--- config.mk ---
export PLATFORM = sky130hd
export DESIGN_NAME = tara_queue
export DESIGN_NICKNAME = d
export VERILOG_FILES = /design/src/rtl/tara_pkg.sv /design/src/rtl/tara_queue.sv
export SDC_FILE = /design/constraint.sdc
export NUM_CORES = 1
export LEC_CHECK = 0
export BUFFER_PORTS_ARGS = -buffer_cell sky130_fd_sc_hd__buf_2
export CORE_ASPECT_RATIO = 0.9
export CORE_UTILIZATION = 40
export DETAILED_ROUTE_END_ITERATION = 16
export PLACE_DENSITY = 0.58
export SETUP_SLACK_MARGIN = 0.4
export SYNTH_ARGS = -nofsm -noshare
export SYNTH_HDL_FRONTEND = slang
export SYNTH_SLANG_ARGS = --single-unit
--- constraint.sdc ---
create_clock -name clk -period 2.1 [get_ports clk]
set_clock_uncertainty 0.2 [all_clocks]
set_input_delay 0.42 -clock clk [delete_from_list [all_inputs] [get_ports clk]]
set_output_delay 0.42 -clock clk [all_outputs]
set_load 0.01 [all_outputs]
--- src/rtl/tara_pkg.sv ---
// Shared types and constants of the tensor axis reorder address block.
// No dependencies; every rtl file uses this package.
package tara_pkg;

	localparam int NUM_AXES = 4;
	localparam int AXIS_SLOT = 16;
	localparam int AXIS_W = 2;
	localparam int QUEUE_DEPTH = 4;

	localparam int RANK_LIMIT_DEF = 4;
	localparam int LENGTH_BITS_DEF = 16;
	localparam int INDEX_BITS_DEF = 32;

	localparam int CFG_INDEX_W = 3;
	localparam int CFG_DATA_W = 64;

	typedef enum logic [CFG_INDEX_W-1:0] {
		REG_MODE         = 3'd0,
		REG_RANK         = 3'd1,
		REG_AXIS_LENGTHS = 3'd2,
		REG_AXIS_ORDER   = 3'd3,
		REG_REFLECT_MASK = 3'd4,
		REG_ROTATE_AXES  = 3'd5,
		REG_SCALE        = 3'd6
	} cfg_reg_t;

	typedef enum logic [1:0] {
		MODE_PERMUTE = 2'd0,
		MODE_REFLECT = 2'd1,
		MODE_ROT90   = 2'd2,
		MODE_ROT180  = 2'd3
	} mode_t;

	typedef struct packed {
		mode_t              mode;
		logic [2:0]         rank;
		logic [63:0]        axis_lengths;
		logic [7:0]         axis_order;
		logic [3:0]         reflect_mask;
		logic [3:0]         rotate_axes;
		logic signed [31:0] scale;
	} cfg_t;

	localparam cfg_t CFG_RESET = '{
		mode:         MODE_PERMUTE,
		rank:         3'd1,
		axis_lengths: 64'h0001_0001_0001_0001,
		axis_order:   8'd228,
		reflect_mask: 4'd0,
		rotate_axes:  4'd4,
		scale:        32'sh4000_0000
	};

	// per-item flags decided by the front end
	typedef struct packed {
		logic rot_err;
		logic last;
		logic scale_en;
	} entry_flags_t;

	localparam logic signed [63:0] ROUND_HALF = 64'sh2000_0000;
	localparam logic signed [31:0] VALUE_MAX = 32'sh7fff_ffff;
	localparam logic signed [31:0] VALUE_MIN = 32'sh8000_0000;

endpackage

--- src/rtl/tara_queue.sv ---
// Short register queue between the front end and the back end.
// Generic data width; uses tara_pkg only for its default depth.
module tara_queue #(
	parameter int WIDTH = 8,
	parameter int DEPTH = tara_pkg::QUEUE_DEPTH
) (
	input  logic             clk,
	input  logic             arst_n,
	input  logic             push,
	input  logic [WIDTH-1:0] wr_data,
	input  logic             pop,
	output logic [WIDTH-1:0] rd_data,
	output logic             not_empty,
	output logic             full
);
	localparam int PTR_W = (DEPTH > 1) ? $clog2(DEPTH) : 1;
	localparam int CNT_W = $clog2(DEPTH + 1);

	logic [WIDTH-1:0] mem_q [DEPTH];
	logic [PTR_W-1:0] wr_ptr_q;
	logic [PTR_W-1:0] rd_ptr_q;
	logic [CNT_W-1:0] count_q;

	assign rd_data = mem_q[rd_ptr_q];
	assign not_empty = (count_q != '0);
	assign full = (count_q == CNT_W'(DEPTH));

	always_ff @(posedge clk) begin
		if (push) begin
			mem_q[wr_ptr_q] <= wr_data;
		end
	end

	always_ff @(posedge clk or negedge arst_n) begin
		if (!arst_n) begin
			wr_ptr_q <= '0;
			rd_ptr_q <= '0;
			count_q <= '0;
		end else begin
			if (push) begin
				wr_ptr_q <= (wr_ptr_q == PTR_W'(DEPTH - 1)) ? '0 : wr_ptr_q + PTR_W'(1);
			end
			if (pop) begin
				rd_ptr_q <= (rd_ptr_q == PTR_W'(DEPTH - 1)) ? '0 : rd_ptr_q + PTR_W'(1);
			end
			if (push && !pop) begin
				count_q <= count_q + CNT_W'(1);
			end else if (pop && !push) begin
				count_q <= count_q - CNT_W'(1);
			end
		end
	end

endmodule

# Word-level counts from Yosys, hierarchy flattened
# Memory sizes are Yosys's and may differ from the RTL's.
# Cells that the tools add are included.
# word_totals
regBits,7
ram_bits,32
in_bits,12
memories,1
# classes
add_sub_neg,4
eq_ne,3
muxes,6
n_reduce_logical,6
# mem_list
memory,depth,word_bits,rd,rd_ports_with_merged_regs,wr,line,rtl
mem_q,4,8,1,0,1,tara_queue.sv:19,logic [WIDTH-1:0] mem_q [DEPTH];
# op_table
op,n
3-bit two-way mux,2
"2-bit by 1-bit adder with 2-bit output, second input constant",2
"2-bit == test, second input constant",2
2-bit two-way mux,2
"3-bit by 1-bit adder with 3-bit output, second input constant",1
"3-bit == test, second input constant",1
3-bit nonzero test,1
"3-bit by 1-bit subtractor with 3-bit output, second input constant",1
1-bit logical AND,2
1-bit logical NOT,2
1-bit two-way mux,2
2-bit nonzero test,1

# Depth between registers and ports, before layout
# logic_depth
ltp_word,4
depth_mapped,7
depth_no_buf,7

# Worst setup path before layout
# No wires, ideal clock.
# synth_path
path_kind,input port to flip-flop
from,in pop
to,reg count_q[2]
arrival_time_ns,1.449
t_required_ns,1.821
path_slack_ns,0.372
path_stages,7
n_path_buf,0
cell_sequence,inv_1 ha_1 inv_1 fa_1 xor2_1 nor2_1 xor2_1
# synth_via
elab_chain_cells,3
word_cells_on_any_way,5
classes_between,mux: 1; reduce/logical: 4
# synth_lines
element,line,rtl
from (decl),tara_queue.sv:11,"input logic pop,"
1-bit logical NOT,tara_queue.sv:46,if (push && !pop) begin
1-bit logical AND,tara_queue.sv:46,
3-bit two-way mux or 2-bit nonzero test (tied branches),-,
to (signal assigned),tara_queue.sv:47,count_q <= count_q + CNT_W'(1);
to (signal assigned),tara_queue.sv:49,count_q <= count_q - CNT_W'(1);
to (decl),tara_queue.sv:22,logic [CNT_W-1:0] count_q;
# Parallel ways exist; a longest one is shown, timed or not.
# A chain may end at the register's enable or synchronous reset.

# Worst setup path in the final report
# layout_path
from,reg rd_ptr_q[0]
to,out rd_data[2]
# layout_via
elab_chain_cells,1
# layout_lines
element,line,rtl
from (decl),tara_queue.sv:21,logic [PTR_W-1:0] rd_ptr_q;
from (signal assigned),tara_queue.sv:44,rd_ptr_q <= (rd_ptr_q == PTR_W'(DEPTH - 1)) ? '0 : rd_ptr_q + PTR_W'(1);
memory read 4 x 8 bit,-,
to (decl),tara_queue.sv:12,"output logic [WIDTH-1:0] rd_data,"
# No other way between the ends.

==> results.md <==
Outcome:
- The run finished, with violations left.
- The checks that failed: setup timing.

CTS:
- The clock slew seen by the registers of the worst setup and hold paths is 0.08 ns.
- The buffer depth of the longest clock path is 2.
- The clock reaches the later pin of the worst-skew pair after 0.28 ns.
- The total CTS buffers is 5.
- The master cell of the clock root buffer is clkbuf_8.
- Counting every sink on the clock net gives 39.
- The clock tree from TritonCTS is yes.
- The level count of the clock H-tree is 2.

Setup path:
- The worst register-to-register path begins at count_q[0].
- The type of the setup path with the least slack is register to output port.
- Data arrives at the worst endpoint at 1.51 ns.
- The worst setup path is launched from a register.
- The kind of end point of the critical path is an output port.
- The length in cells of the worst reg-to-reg path is 5.
- The maximum fanout along the worst path is 4.
- For flop-to-flop paths, the worst setup slack is 0.46 ns.
- In this run the critical register-to-register path is captured at count_q[2].
- The required time of the worst setup path is between 1 and 1.5 ns.

Place:
- Routability-driven placement finished with a final weighted congestion of 0.6481.
- Before CTS, the worst setup slack after placement is 0.1678 ns.
- The total of buffers placed on input and output ports is 21.
- Summed over all nets, the half-perimeter wirelength after detailed placement is 1.683 mm.

Hold path:
- The min-delay analysis places its worst path in the category primary input to register.
- The destination of the worst hold path is mem_q[1][0].
- The beginning of the worst hold path is wr_data[0].
- The number of stages on the worst hold path is 1.

STA:
- The number of pins with negative max-slew slack in the final report is 0.
- For the pin with the worst max-slew slack, the measured transition is 0.4478 ns.
- The setup TNS after final layout is -0.2062 ns.
- The relative max-transition margin is 0.7014.
- Of the available clock period, the critical path in the final layout requires 1.014.
- The count of endpoints failing hold in the final timing report is 0.
- Setup violations remaining at the end of the flow were counted as 8.
- The timing-limited maximum frequency is 0.4694 GHz.
- The worst setup margin is -0.03034 ns.
- Setup repair after global routing could not meet its margin everywhere.
- The worst hold slack is 0.1451 ns.
- The routed design could run at a clock period as short as around 2.1 ns.

Finish:
- After the last flow step, the layout net total stands at 133.
- Summing all multi-input logic gate instances after layout gives a little over 400 um2.
- The library cell used most frequently in the layout, excluding fill and tap cells, is edfxtp_1.
- In the final layout, the share of cells above drive strength 1 is 0.4609.
- The sequential cell area in the final layout is 1136 um2.
- In the layout the commonest cells are edfxtp_1, buf_2, buf_6, mux4_2, dfrtp_1.
- The number of inserted filler cells in the final layout is 312.
- Relative to the synthesized area, the layout overhead comes to 26.79%.
- The fraction of the core area covered by cells at the end of the flow is 0.5332.
- The diode insertion count for antenna repair is 0.

Detailed routing:
- In this run the remaining antenna-violating nets after routing total 0.
- The violation count after the first detailed-routing iteration is between 50 and 60.
- The total vias in the final route is 779.
- The mean number of vias per cell is roughly 4.8.
- The first-pass iteration count of the detailed router is 4.
- For this block, the routed nets add up to between 2 and 3 mm of wire.
- The post-route DRC violation count is 0.
- The routed length per placed instance is 16.10 um.

Global routing:
- The number of antenna violations at the first check in global routing was 0.
- The largest net degree at the start of global routing is 13.
- The via count of the first global-routing pass is 847.
- After global routing the overflow that remains totals 0.
- The overall track demand over capacity in global routing is 0.1440.
- The first global-routing pass estimated 3.926 mm of wire.

Logic synthesis:
- For this run, the register share of the synthesized area comes to 0.7241.
- The netlist area before placement is roughly 1600 um2.
- The Yosys step of the flow raised 0 warnings.
- Synthesis inferred 39 register bits.
- When the netlist entered floorplanning its net count stood at 98.
- Sorting the synthesized cells by area gives the leading types as edfxtp_1, mux4_2, dfrtp_1.
- After technology mapping, the gate count stands at 79.
- The fraction of synthesized cell area taken by the top area cell type is 0.6124.
- Of all cell types, the one taking the most synthesized area is edfxtp_1.
- A synthesized cell averages 19.86 um2.
- The distinct cell type count after synthesis is 19.

Floorplan:
- In this run the count of I/O pins placed on the die edge is 22.
- The total core area is approximately 3700 um2.
- The die is around 61 um tall.
- The initialized floorplan defines 21 standard-cell rows.
- The initial core utilization is 0.4205.
- The area of the die is 4177 um2.
- The die boundary width is 68.02 um.

Pwr:
- The standby leakage power is 0.7604 nW.
- In this run the power density over the cells is 1395 nW/um2.
- The highest ir drop seen on vdd is about 0.46 mV.

Flow run:
- Across the run, the number of max-cap violations was 0.
[cell usage after synthesis, drive strengths merged]
library cell and number:
o21ai 2, edfxtp 32, xnor2 1, mux2 2, a21o 1, and2 4, nor3 1, or3 1
dfrtp 7, inv 4, buf 2, nor2 2, nand2 2, mux4 8, ha 6, fa 1
nor3b 1, xor2 2
[stage by stage]
step | std cells | power, W | area [um2]
floorplan | 79 | 0.001600 | 1574
global placement | 146 | 0.001812 | 1735
detailed placement | 146 | 0.001846 | 1735
CTS | 160 | 0.002686 | 1938
global route | 161 | 0.002927 | 1989
finish | 161 | 0.002776 | 1989
[power breakdown]
group / switching, W / internal, W / leakage (nW)
clock: 0.000254 / 0.000475 / 0.0654
combinational: 0.000378 / 0.000543 / 0.318
sequential: 0.000110 / 0.00102 / 0.377
total: 0.000742 / 0.00203 / 0.760
[cell families after synthesis]
kind of cell             after synthesis  synth area share
AO/OA/AOI/OAI                          3           0.01196
buffers and inverters                  6           0.01993
multiplexers                          10            0.1292
XOR/XNOR                               3           0.01675
adder cells (fa/ha/maj)                7           0.06061
flip-flops                            39            0.7241
AND/OR/NAND/NOR                       11           0.03748
[cell type report]
cell class | instances | share of cell area
clock buffer | 6 | 0.03648
multi-input combinational | 34 | 0.2082
clock inverter | 2 | 0.03019
tap | 46 | 0.02893
sequential | 39 | 0.5711
inverter | 4 | 0.007547
timing repair buffer | 30 | 0.1176
[routing by layer]
| metal | wire, um | share of wire | global-route usage | vias to the layer above |
|---|---|---|---|---|
| met2 | 1324 | 0.51 | 0.2395 | 15 |
| met3 | 85 | 0.033 | 0.04444 | 5 |
| li1 | - | - | - | 372 |
| met4 | 46 | 0.018 | 0.08036 | 0 |
| met5 | 0 | 0 | 0 | - |
| met1 | 1135 | 0.44 | 0.1667 | 387 |
[registers in the layout, summed over array words and instances, names as in the netlist]
register,cells
count_q,3
mem_q,32
rd_ptr_q,2
wr_ptr_q,2
[timing repair]
action | 4_1_cts | 5_1_grt
setup buffers | 5 | 1
pin swaps | 0 | 1
resized for setup | 5 | 9
hold endpoints to repair | 7 | 0
cloned | 0 | 0
hold buffers | 1 | 0
setup endpoints to repair | 10 | 27
[critical path, stage by stage (launching register included)]
cell and delay (ns):
dfrtp_1 0.42, buf_6 0.15, mux4_2 0.51, buf_6 0.14
[worst max path at each step]
stage / depth (start not counted) / startpoint / endpoint
6_report: 3 / rd_ptr_q[0] / rd_data[2]
3_3_place_gp: 3 / rd_ptr_q[0] / rd_data[4]
3_5_place_dp: 7 / push / count_q[2]
4_1_cts: 3 / rd_ptr_q[0] / rd_data[2]
5_1_grt: 3 / rd_ptr_q[0] / rd_data[3]
2_1_floorplan: 7 / pop / count_q[2]
No activity file was read; power rests on OpenSTA's default activity.
